[src/rtl/fpd_pkg.sv]
// shared types and codes for the filament presence detector
`timescale 1ns / 1ps
`default_nettype none

package fpd_pkg;

    // filtered sensor status codes
    typedef enum logic [2:0] {
        ST_UNINIT        = 3'd0,
        ST_FILAMENT      = 3'd1,
        ST_NO_FILAMENT   = 3'd2,
        ST_NOT_CONNECTED = 3'd3,
        ST_DISABLED      = 3'd4
    } sense_state_t;

    // change request policy codes
    localparam logic [1:0] MODE_EDGE  = 2'd0;
    localparam logic [1:0] MODE_LEVEL = 2'd1;
    localparam logic [1:0] MODE_NEVER = 2'd2;

    // register indexes, taken from paddr[2]
    localparam logic REG_ENABLE = 1'b0;
    localparam logic REG_MODE   = 1'b1;

    localparam int ADDR_W = 3;
    localparam int DATA_W = 32;

    typedef struct packed {
        logic       enable;
        logic [1:0] mode;
        logic       reinit;
    } cfg_t;

endpackage

`default_nettype wire

[src/rtl/filament_presence_detector.sv]
// filament presence detector: two-phase pin check, verdict filter, change request
// an accepted item's result is registered into the result register, or into the skid entry while that is held
// throughput: one item per cycle while in_stall is low, state update is a single pass of small logic
// a two-entry output stage (result register plus skid) keeps input flowing
// while a result waits; in_stall rises only when both entries are full
// reset: async active low, status uninitialized, pull-up phase, mode edge
`timescale 1ns / 1ps
`default_nettype none

module filament_presence_detector
    import fpd_pkg::*;
(
    input  wire logic              clk,
    input  wire logic              rst_n,
    input  wire logic              psel,
    input  wire logic              penable,
    input  wire logic              pwrite,
    input  wire logic [ADDR_W-1:0] paddr,
    input  wire logic [DATA_W-1:0] pwdata,
    output logic      [DATA_W-1:0] prdata,
    output logic                   pready,
    input  wire logic              in_valid,
    output logic                   in_stall,
    input  wire logic              pin_level,
    input  wire logic              printing_active,
    input  wire logic              user_wait,
    output logic                   out_valid,
    input  wire logic              out_stall,
    output logic                   pull_select,
    output logic      [2:0]        sensor_status,
    output logic                   runout,
    output logic                   change_request
);

    typedef struct packed {
        logic         pull;
        sense_state_t status;
        logic         runout;
        logic         fire;
    } result_t;

    cfg_t         cfg;
    sense_state_t status_reg;
    sense_state_t status_next;
    sense_state_t prev_reg;
    sense_state_t prev_next;
    logic         phase_reg;
    logic         phase_next;
    logic         req_reg;
    logic         req_next;
    result_t      res;
    result_t      out_reg;
    result_t      skid_reg;
    logic         out_valid_reg;
    logic         skid_valid_reg;
    logic         accept;
    logic         out_take;
    logic         filament_before;
    logic         want;
    logic         fire;
    sense_state_t verdict;

    fpd_cfg u_cfg (
        .clk     (clk),
        .rst_n   (rst_n),
        .psel    (psel),
        .penable (penable),
        .pwrite  (pwrite),
        .paddr   (paddr),
        .pwdata  (pwdata),
        .prdata  (prdata),
        .pready  (pready),
        .cfg     (cfg)
    );

    assign in_stall = skid_valid_reg;
    assign accept   = in_valid & ~skid_valid_reg;
    assign out_take = out_valid_reg & ~out_stall;

    // one tick of detection
    always_comb
    begin
        status_next     = status_reg;
        prev_next       = prev_reg;
        phase_next      = phase_reg;
        req_next        = req_reg;
        fire            = 1'b0;
        filament_before = (status_reg == ST_FILAMENT);
        want            = (cfg.mode == MODE_LEVEL) ||
                          ((cfg.mode == MODE_EDGE) && filament_before);
        verdict         = pin_level ? ST_FILAMENT : ST_NOT_CONNECTED;
        if (status_reg != ST_DISABLED)
        begin
            if (!phase_reg)
            begin
                if (pin_level)
                begin
                    phase_next = 1'b1;
                end
                else
                begin
                    if (prev_reg == ST_NO_FILAMENT)
                        status_next = ST_NO_FILAMENT;
                    prev_next = ST_NO_FILAMENT;
                    fire = ~req_reg && (status_next == ST_NO_FILAMENT) && want &&
                           printing_active && ~user_wait;
                    if (fire)
                        req_next = 1'b1;
                end
            end
            else
            begin
                if (prev_reg == verdict)
                    status_next = verdict;
                prev_next  = verdict;
                phase_next = 1'b0;
            end
            // a pause re-arms the request
            if (user_wait)
                req_next = 1'b0;
        end
    end

    assign res.pull   = phase_next;
    assign res.status = status_next;
    assign res.runout = (status_next == ST_NO_FILAMENT);
    assign res.fire   = fire;

    always_ff @(posedge clk or negedge rst_n)
    begin
        if (!rst_n)
        begin
            status_reg <= ST_UNINIT;
            prev_reg   <= ST_UNINIT;
            phase_reg  <= 1'b0;
            req_reg    <= 1'b0;
        end
        else if (cfg.reinit)
        begin
            status_reg <= cfg.enable ? ST_UNINIT : ST_DISABLED;
            prev_reg   <= cfg.enable ? ST_UNINIT : ST_DISABLED;
            phase_reg  <= 1'b0;
        end
        else if (accept)
        begin
            status_reg <= status_next;
            prev_reg   <= prev_next;
            phase_reg  <= phase_next;
            req_reg    <= req_next;
        end
    end

    // output register with skid entry
    always_ff @(posedge clk or negedge rst_n)
    begin
        if (!rst_n)
        begin
            out_valid_reg  <= 1'b0;
            skid_valid_reg <= 1'b0;
        end
        else if (!out_valid_reg || out_take)
        begin
            out_valid_reg  <= skid_valid_reg | accept;
            skid_valid_reg <= 1'b0;
        end
        else if (accept)
        begin
            skid_valid_reg <= 1'b1;
        end
    end

    always_ff @(posedge clk)
    begin
        if (!out_valid_reg || out_take)
            out_reg <= skid_valid_reg ? skid_reg : res;
        else if (accept)
            skid_reg <= res;
    end

    assign out_valid      = out_valid_reg;
    assign pull_select    = out_reg.pull;
    assign sensor_status  = out_reg.status;
    assign runout         = out_reg.runout;
    assign change_request = out_reg.fire;

`ifndef SYNTHESIS
    a_skid_needs_out : assert property (@(posedge clk) disable iff (!rst_n)
        skid_valid_reg |-> out_valid_reg)
        else $error("skid entry full while result register empty");

    a_fire_is_runout : assert property (@(posedge clk) disable iff (!rst_n)
        out_valid && change_request |-> runout && !pull_select)
        else $error("change request without runout in pull-up phase");

    a_disabled_quiet : assert property (@(posedge clk) disable iff (!rst_n)
        out_valid && (sensor_status == ST_DISABLED) |-> !pull_select && !change_request)
        else $error("disabled status with activity on the result");

    a_fire_sets_sent : assert property (@(posedge clk) disable iff (!rst_n)
        accept && fire && !cfg.reinit |=> req_reg)
        else $error("request fired but request_sent not set");
`endif

endmodule

`default_nettype wire

[src/rtl/fpd_cfg.sv]
// configuration registers behind the apb-style port
`timescale 1ns / 1ps
`default_nettype none

module fpd_cfg
    import fpd_pkg::*;
(
    input  wire logic              clk,
    input  wire logic              rst_n,
    input  wire logic              psel,
    input  wire logic              penable,
    input  wire logic              pwrite,
    input  wire logic [ADDR_W-1:0] paddr,
    input  wire logic [DATA_W-1:0] pwdata,
    output logic      [DATA_W-1:0] prdata,
    output logic                   pready,
    output cfg_t                   cfg
);

    logic       enable_reg;
    logic       enable_next;
    logic [1:0] mode_reg;
    logic [1:0] mode_next;
    logic       reinit_next;
    logic       wr_en;
    logic       reg_idx;

    assign pready  = 1'b1;
    assign wr_en   = psel & penable & pwrite;
    assign reg_idx = paddr[2];

    always_comb
    begin
        enable_next = enable_reg;
        mode_next   = mode_reg;
        reinit_next = 1'b0;
        if (wr_en)
        begin
            unique case (reg_idx)
                REG_ENABLE:
                begin
                    enable_next = pwdata[0];
                    reinit_next = 1'b1;
                end
                REG_MODE:   mode_next = pwdata[1:0];
                default:    ;
            endcase
        end
    end

    always_ff @(posedge clk or negedge rst_n)
    begin
        if (!rst_n)
        begin
            enable_reg <= 1'b1;
            mode_reg   <= MODE_EDGE;
        end
        else
        begin
            enable_reg <= enable_next;
            mode_reg   <= mode_next;
        end
    end

    always_comb
    begin
        prdata = '0;
        unique case (reg_idx)
            REG_ENABLE: prdata[0]   = enable_reg;
            REG_MODE:   prdata[1:0] = mode_reg;
            default:    ;
        endcase
    end

    // reinit is combinational so the state update lands on the write edge
    assign cfg.enable = enable_next;
    assign cfg.mode   = mode_reg;
    assign cfg.reinit = reinit_next;

endmodule

`default_nettype wire

[config.mk]
export PLATFORM = sky130hd
export DESIGN_NAME = filament_presence_detector
export DESIGN_NICKNAME = d
export VERILOG_FILES = /design/src/rtl/fpd_pkg.sv /design/src/rtl/filament_presence_detector.sv /design/src/rtl/fpd_cfg.sv
export SDC_FILE = /design/constraint.sdc
export NUM_CORES = 1
export LEC_CHECK = 0
export BUFFER_PORTS_ARGS = -buffer_cell sky130_fd_sc_hd__buf_2
export CORE_AREA = 8 8 65 67
export CTS_BUF_LIST = sky130_fd_sc_hd__clkbuf_8
export CTS_CLUSTER_SIZE = 24
export DETAILED_ROUTE_END_ITERATION = 6
export DIE_AREA = 0 0 73 75
export PLACE_DENSITY = 0.88
export SYNTH_ARGS = -nofsm -noshare
export SYNTH_HDL_FRONTEND = slang
export SYNTH_SLANG_ARGS = --single-unit
[constraint.sdc]
create_clock -name clk -period 4 [get_ports clk]
set_input_delay 0 -clock clk [delete_from_list [all_inputs] [get_ports clk]]
set_output_delay 0 -clock clk [all_outputs]
set_load 0.01 [all_outputs]
; ---- After elaboration in Yosys (flattened, before gate mapping)
; Index checks and enable logic that the tools add are counted.
; W data, S select, Z words.
[totals]
reg_bits = 25
inputBits = 45
output_inout_bits = 41
word_cells = 93
[op_classes]
eq_ne = 10
mux = 38
bitwise = 12
n_reduce_logical = 17
[ops]
columns = op, n
row1 = $mux W3, 16
row2 = $mux W1, 19
row3 = $eq A3 B2 Y1 const B, 3
row4 = $reduce_bool A2 Y1, 4
row5 = $not A1 Y1, 7
row6 = $mux W6, 1
row7 = $reduce_and A6 Y1, 1
row8 = $logic_and A1 B1 Y1, 5
row9 = $and A1 B1 Y1, 4
row10 = $reduce_and A2 Y1, 2
row11 = $eq A3 B1 Y1 const B, 1
row12 = $eq A3 B2 Y1, 1
row13 = $ne A3 B1 Y1 const B, 1
row14 = $ne A3 B3 Y1 const B, 1
row15 = $reduce_and A3 Y1, 1
row16 = $eq A2 B1 Y1 const B, 1
row17 = $logic_not A2 Y1, 1
row18 = $logic_or A1 B1 Y1, 2
row19 = $mux W2, 1
row20 = $ne A2 B1 Y1 const B, 1
row21 = $ne A2 B2 Y1 const B, 1
row22 = $pmux W1 S2, 1
row23 = $logic_not A1 Y1, 1
row24 = $or A1 B1 Y1, 1

; ---- Logic depth before layout (Yosys ltp)
; Gate-level depths: netlist (run 1).
[depth]
word_depth = 14
ltp_mapped = 5
ltp_nobuf = 4

; ---- By module
; From an unflattened synthesis (run 1), not the netlist that was laid out.
[unflattened]
hier_cells = 143
area_unflattened_um2 = 1502.7
[by_module_without_submodules]
columns = mod, instances, cells_per_inst, area_each_um2, seq_area_each_um2
row1 = filament_presence_detector, 1, 97, 1096.1, 610.6
row2 = fpd_cfg, 1, 46, 406.6, 76.3

; ---- Least setup slack after synthesis (run 1)
; Ideal clock, no wire load.
[synth_timing]
path_kind = register to register
from = register status_reg[1]
to = register out_reg (netlist bit pull_select) (data pin)
setup_time_ns = 0.260
arrival_time_ns = 1.399
required_ns = 3.740
slack_ns = 2.342
stages_incl_launch_ff = 5
n_path_buf = 1
period_less_slack_ns = 1.658
path_cell_list = dfrtp_1 buf_2 nor3b_4 mux2_2 mux2_2
[synth_between]
elab_chain_len = 3
[synth_rtl]
columns = item, line_no
row1 = from (decl), filament_presence_detector.sv:43  ; sense_state_t status_reg;
row2 = from (signal assigned), filament_presence_detector.sv:140  ; status_reg <= cfg.enable ? ST_UNINIT : ST_DISABLED;
row3 = from (signal assigned), filament_presence_detector.sv:146  ; status_reg <= status_next;
row4 = $ne A3 B3 Y1, filament_presence_detector.sv:92  ; if (status_reg != ST_DISABLED)
row5 = $mux W1, filament_presence_detector.sv:92
row6 = net phase_next, filament_presence_detector.sv:48  ; logic phase_next;
row7 = $mux W6, filament_presence_detector.sv:175  ; out_reg <= skid_valid_reg ? skid_reg : res;
row8 = to (signal assigned), filament_presence_detector.sv:175
row9 = to (decl), filament_presence_detector.sv:52  ; result_t out_reg;
; The timed path passes the listed nets, and every way through them passes these cells.
; A chain may end at the register's enable or synchronous reset.

; ---- Worst setup path in the final report (run 1)
; Same ends and word-level chain as after synthesis.

==> results of run 1 <==
-- final timing paths --
path | startpoint | to | slack, ns | depth (start not counted)
max | status_reg[1] | pull_select | 2.22 | 3
min | user_wait | skid_reg[0] | 0.04 | 2
max reg2reg | status_reg[1] | pull_select | 2.22 | 3
min reg2reg | u_cfg.enable_reg | u_cfg.enable_reg | 0.46 | 2
max in group asynchronous | rst_n | u_cfg.enable_reg | 3.57 | 2
min in group asynchronous | rst_n | status_reg[2] | 0.15 | 2
-- worst max-delay path, cell delays in order, from the launching register on --
cell and delay (ns):
dfrtp_1 0.49, nor3b_4 0.36, mux2_2 0.42, mux2_2 0.27
-- cell usage after synthesis (2+ instances only) --
master / number
mux2_1: 3
edfxtp_1: 12
conb_1: 2
inv_1: 2
and2_1: 3
dfrtp_1: 12
buf_2: 2
nor3b_1: 2
mux2_2: 5
nor2_1: 12
o211ai_1: 2
nand2_1: 9
buf_4: 31
nor2b_1: 4
o21a_1: 5
a21oi_1: 4
o21ai_0: 5
nand2b_1: 4
a21boi_1: 2
-- metal layers --
| layer | global-route usage (%) | up-vias |
|---|---|---|
| met2 | 18.8 | 41 |
| met3 | 3.20 | 5 |
| met4 | 3.78 | 0 |
| li1 | - | 499 |
| met1 | 12.5 | 453 |
| met5 | 0 | - |
-- logic make-up (layout without fill, tap and decap cells) --
| group | count (synthesis) | count (layout) | share of synthesized area, % |
|---|---|---|---|
| multiplexers | 9 | 9 | 6.53 |
| AO/OA/AOI/OAI | 27 | 27 | 12.7 |
| XOR/XNOR | 1 | 1 | 0.572 |
| flip-flops | 25 | 25 | 44.8 |
| other | 2 | 31 | 0.490 |
| buffers and inverters | 36 | 32 | 16.6 |
| AND/OR/NAND/NOR | 45 | 45 | 18.4 |
-- per-stage QoR --
stage / instance area (sq um) / instances / setup slack [ns]
after CTS: 1650 / 216 / 2.21
after detailed placement: 1560 / 208 / 2.21
after global placement: 1560 / 208 / 2.23
after global routing: 1650 / 216 / 2.13
after floorplan: 1640 / 174 / 2.34
final: 1650 / 216 / 2.22
-- power by group --
| part | switching (uW) | total [uW] | internal, uW |
|---|---|---|---|
| clock | 77.5 | 146 | 68.7 |
| sequential | 65.1 | 408 | 343 |
| combinational | 150 | 293 | 143 |
-- placed cells by master (no fill, tap or decap), types with 2 or more instances in the layout --
master / count
o211ai_1: 2
dlygate4sd3_1: 4
nand2_1: 9
mux2_2: 5
dfrtp_1: 12
nor2b_1: 4
clkbuf_8: 3
mux2_1: 3
nor3b_1: 2
nor2_1: 12
inv_1: 3
o21ai_0: 5
a21boi_1: 2
buf_2: 22
edfxtp_1: 12
a21oi_1: 4
o21a_1: 5
nand2b_1: 4
conb_1: 31
and2_1: 3
-- area by class of cell --
type / count / share of cell area (%)
Multi-Input combinational cell: 113 / 42.5
Sequential cell: 25 / 41.7
Timing Repair Buffer: 26 / 9.11
Tap cell: 46 / 3.49
Clock buffer: 3 / 2.51
Inverter: 2 / 0.456
Clock inverter: 1 / 0.228
==> results.json, run 1 <==
{
  "n_antenna_cell": 0,
  "maxSlewViolCount": 0,
  "endpoint_kind": "flip-flop",
  "grt_overflow": 0,
  "synthFlopType": "edfxtp_1",
  "synth_area_leaders": "edfxtp_1, dfrtp_1, buf_4",
  "ant_nets": 0,
  "grt_antenna_before_repair": 0,
  "fp.dieArea_sq_um": 5480,
  "design.core.area_sq_um": 3230,
  "cts_root_buf": "clkbuf_8",
  "top_layer": "met4",
  "skew_ns": 0.00488,
  "yosysSeqAreaShare_pct": 44.8,
  "cts_tree": "done",
  "totalWireLength_um": 2750,
  "hpwl_um": 2210,
  "numCtsBuffers": 3,
  "synth_cell_type_count": 43,
  "powerDensity_nw_per_um2": 514,
  "die_h_um": 75,
  "crit_fanout": 8,
  "maxCapViolCount": 0,
  "path_clk_slew_ns": 0.09,
  "async_flop_share_pct": 52.0,
  "synth_edf_count": 12,
  "hold_class": "input pin to flip-flop",
  "setup_viol": 0,
  "drc": 0,
  "fin_crit_sh_pct": 44.6,
  "clock_latency_ns": 0.27,
  "first_pass_iters": 4,
  "multi_input_area_sq_um": 701,
  "cp.required_ns": 4.03,
  "grt_max_degree": 14,
  "hold_viol": 0,
  "grt_pass1_vias": 1079,
  "place_congestion": 0.843,
  "post_cts_buffers": 0,
  "leakage_uw": 0.000728,
  "wl_per_cell_um": 12.8,
  "vdd_drop_max_uv": 155,
  "fin_tns_setup_ns": 0,
  "synth_cells": 145,
  "cts_buffer_depth": 2,
  "vias": 998,
  "finalCriticalPeriod_ns": 1.78,
  "max_freq_mhz": 561,
  "htreeDepth": 1,
  "wl_met1_um": 1140,
  "finalHoldWorstSlack_ns": 0.0422,
  "rsz0062_at_grt": "false",
  "ctsResizeCount": 0,
  "clock-sinks": 25,
  "synth_area_leader_cell": "edfxtp_1",
  "status": "finished clean",
  "drive_above_1_share_pct": 21.8,
  "netlist_area_sq_um": 1530,
  "avgSynthCellArea_sq_um": 10.6,
  "viasPerCell": 4.62,
  "synth_seq_cells": 25,
  "p_total_uw": 848,
  "fin_nets": 216,
  "start_util_pct": 47.4,
  "io_pins": 86,
  "route.met3.wl_um": 202,
  "ff_latch_area_sq_um": 687,
  "cts_hold_repair.buffers": 4,
  "cp-start-kind": "flip-flop",
  "utilization_pct": 51.0,
  "dieWidth_um": 73,
  "io_buffer_count": 22,
  "synth_top_area_share_pct": 23.5,
  "grt_pass1_wl_um": 4750,
  "synthToLayoutAreaGrowth_pct": 7.51,
  "wl_met2_um": 1380,
  "yosys_warnings": 0,
  "drtIter0Drc": 90,
  "grt.total_usage_pct": 10.9,
  "largest_reg_flops": 6,
  "fillers": 301,
  "rows": 21,
  "arrival_ns": 1.81,
  "critPathKind": "flip-flop to flip-flop"
}
No activity file was read; power rests on OpenSTA's default activity.
==> run 2, diff against run 1 <==
--- a/config.mk
+++ b/config.mk
@@ -6,12 +6,12 @@
 export NUM_CORES = 1
 export LEC_CHECK = 0
 export BUFFER_PORTS_ARGS = -buffer_cell sky130_fd_sc_hd__buf_2
-export CORE_AREA = 8 8 65 67
+export CORE_AREA = 8 8 71 73
 export CTS_BUF_LIST = sky130_fd_sc_hd__clkbuf_8
 export CTS_CLUSTER_SIZE = 24
 export DETAILED_ROUTE_END_ITERATION = 6
-export DIE_AREA = 0 0 73 75
-export PLACE_DENSITY = 0.88
+export DIE_AREA = 0 0 79 81
+export PLACE_DENSITY = 0.77
 export SYNTH_ARGS = -nofsm -noshare
 export SYNTH_HDL_FRONTEND = slang
 export SYNTH_SLANG_ARGS = --single-unit
==> constraint.sdc (replaced) <==
create_clock -name clk -period 1.4 [get_ports clk]
set_input_delay 0 -clock clk [delete_from_list [all_inputs] [get_ports clk]]
set_output_delay 0 -clock clk [all_outputs]
set_load 0.01 [all_outputs]
==> run 2 against run 1 <==
The flow now finishes with violations (setup timing). Global-route usage fell by 0.21 points. Worst setup slack got worse by 2.4 ns. Die area rose by 17%. Register-to-register slack got worse by 2.4 ns. Flip-flop and latch count did not move. Cell count rose by 17%. First-iteration DRC count fell by 30%.
==> results.json, run 2 (synthesized netlist as in run 1, its figures left out) <==
{
  "status": "finished, violations left",
  "violations": "setup timing",
  "grt_overflow": 0,
  "p_sw_uw": 1080,
  "rows": 23,
  "n_antenna_cell": 0,
  "viasPerCell": 4.60,
  "cts_tree": "done",
  "cts_root_buf": "clkbuf_8",
  "hold_start": "user_wait",
  "clock_latency_ns": 0.27,
  "vdd_drop_max_uv": 643,
  "cts_buffer_depth": 2,
  "wl_per_cell_um": 13.9,
  "combPwrFrac_pct": 50.8,
  "clock-sinks": 25,
  "first_pass_iters": 4,
  "critPathKind": "flip-flop to flip-flop",
  "skew_ns": 0.00231,
  "drtIter0Drc": 63,
  "grt_pass1_wl_um": 5400,
  "hold_viol": 0,
  "rsz0062_at_grt": "true",
  "drc": 0,
  "swShare_pct": 34.1,
  "design.core.area_sq_um": 3910,
  "max_freq_mhz": 628,
  "crit_chain": "nor3b_4 -> mux2_4 -> mux2_4",
  "mostFrequentLayoutCell": "conb_1",
  "maxCapViolCount": 0,
  "cpMostUsedCell": "mux2_4",
  "fillers": 375,
  "power_frac_clock_pct": 13.6,
  "utilization_pct": 52.0,
  "crit_family": "multiplexers",
  "pwr-share-seq_pct": 35.6,
  "fin_nets": 249,
  "arrival_ns": 1.62,
  "dp_worst_setup_slack_ns": -0.158,
  "powerDensity_nw_per_um2": 1570,
  "htreeDepth": 1,
  "cp-start-kind": "flip-flop",
  "p_total_uw": 3180,
  "stdcell_area_sq_um": 2030,
  "place_congestion": 0.896,
  "ant_nets": 0,
  "max_stage_delay_ns": 0.45,
  "finalCriticalPeriod_ns": 1.59,
  "totalWireLength_um": 3530,
  "numCtsBuffers": 3,
  "crit_fanout": 4,
  "cp.required_ns": 1.43,
  "dieWidth_um": 79,
  "grt_max_degree": 15,
  "fp.dieArea_sq_um": 6400,
  "crit_buf_inv": 0,
  "setup_viol": 18,
  "fin_crit_sh_pct": 114,
  "final_cell_mix": "conb_1, buf_4, buf_2",
  "io_pins": 86,
  "endpoint_kind": "flip-flop",
  "intPower_uw": 2100,
  "io_buffer_count": 22,
  "path_clk_slew_ns": 0.09,
  "start_util_pct": 39.2,
  "vias": 1165,
  "leakage_uw": 0.000940,
  "worst_r2r_startpoint": "status_reg[0]",
  "grt.total_usage_pct": 10.7,
  "grt_pass1_vias": 1200,
  "setup_ws_ns": -0.192,
  "worst_path_max_delay_cell": "dfrtp_2",
  "crit_start": "status_reg[0]",
  "grt_antenna_before_repair": 0,
  "rrSetupSlack_ns": -0.19,
  "largest_reg_flops": 6,
  "hpwl_um": 2600,
  "maxSlewViolCount": 0,
  "drive_above_1_share_pct": 43.3,
  "hold_class": "input pin to flip-flop",
  "synthToLayoutAreaGrowth_pct": 32.7,
  "placed_cell_area_sq_um": 1750,
  "die_h_um": 81
}
[run 2: changes by cell type in the layout (fill, tap and decap cells not counted), sizes merged]
| cell | change |
|---|---|
| buf | +33 |
| clkinv | +1 |
| inv | -1 |
[run 2: power groups by stage]
stage                     Combinational (uW)  Sequential (uW)  Clock (uW)
after floorplan                          776             1130           0
after global placement                  1170             1120           0
after detailed placement                1180             1130           0
after CTS                               1430             1120         447
after global routing                    1750             1150         471
final                                   1620             1130         433
[run 2: per-layer routing]
layer	part of all wire (%)	vias up	track usage, %	wire length (um)
li1	-	563	-	-
met1	45	557	12.5	1580
met2	48	39	17.8	1700
met3	6.2	6	3.53	217
met4	0.96	0	3.89	34
met5	0	-	0	0
[run 2: path summary, 6_finish.rpt]
check / depth (start not counted) / to
worst max-delay path: 3 / pull_select
worst min-delay path: 2 / skid_reg[0]
worst max register to register: 3 / pull_select
min in group asynchronous: 2 / prev_reg[0]
max in group asynchronous: 2 / u_cfg.enable_reg
worst min register to register: 2 / u_cfg.enable_reg
[run 2: stage by stage]
step	std cells	hold slack (ns)	setup TNS (ns)
6_report	253	0.0481	-1.62
5_1_grt	253	0.0473	-2.66
4_1_cts	249	0.0384	-0.861
3_5_place_dp	235	-0.0827	-0.906
3_3_place_gp	235	-0.0857	-0.759
2_1_floorplan	174	-0.296	-0.255
[run 2: cell type report]
| cell class | count | area, sq um | share of cell area, % |
|---|---|---|---|
| Timing Repair Buffer | 59 | 420 | 20.7 |
| Clock inverter | 1 | 5.00 | 0.246 |
| Sequential cell | 25 | 693 | 34.1 |
| Inverter | 2 | 7.51 | 0.369 |
| Multi-Input combinational cell | 113 | 805 | 39.5 |
| Tap cell | 50 | 62.6 | 3.08 |
| Clock buffer | 3 | 41.3 | 2.03 |
[run 2: what timing repair did]
action | in CTS | in global routing
setup buffers | 6 | 4
pin swaps | 8 | 10
setup endpoints to repair | 12 | 18
hold buffers | 4 | 0
hold endpoints to repair | 17 | 0
gates resized for setup | 16 | 15
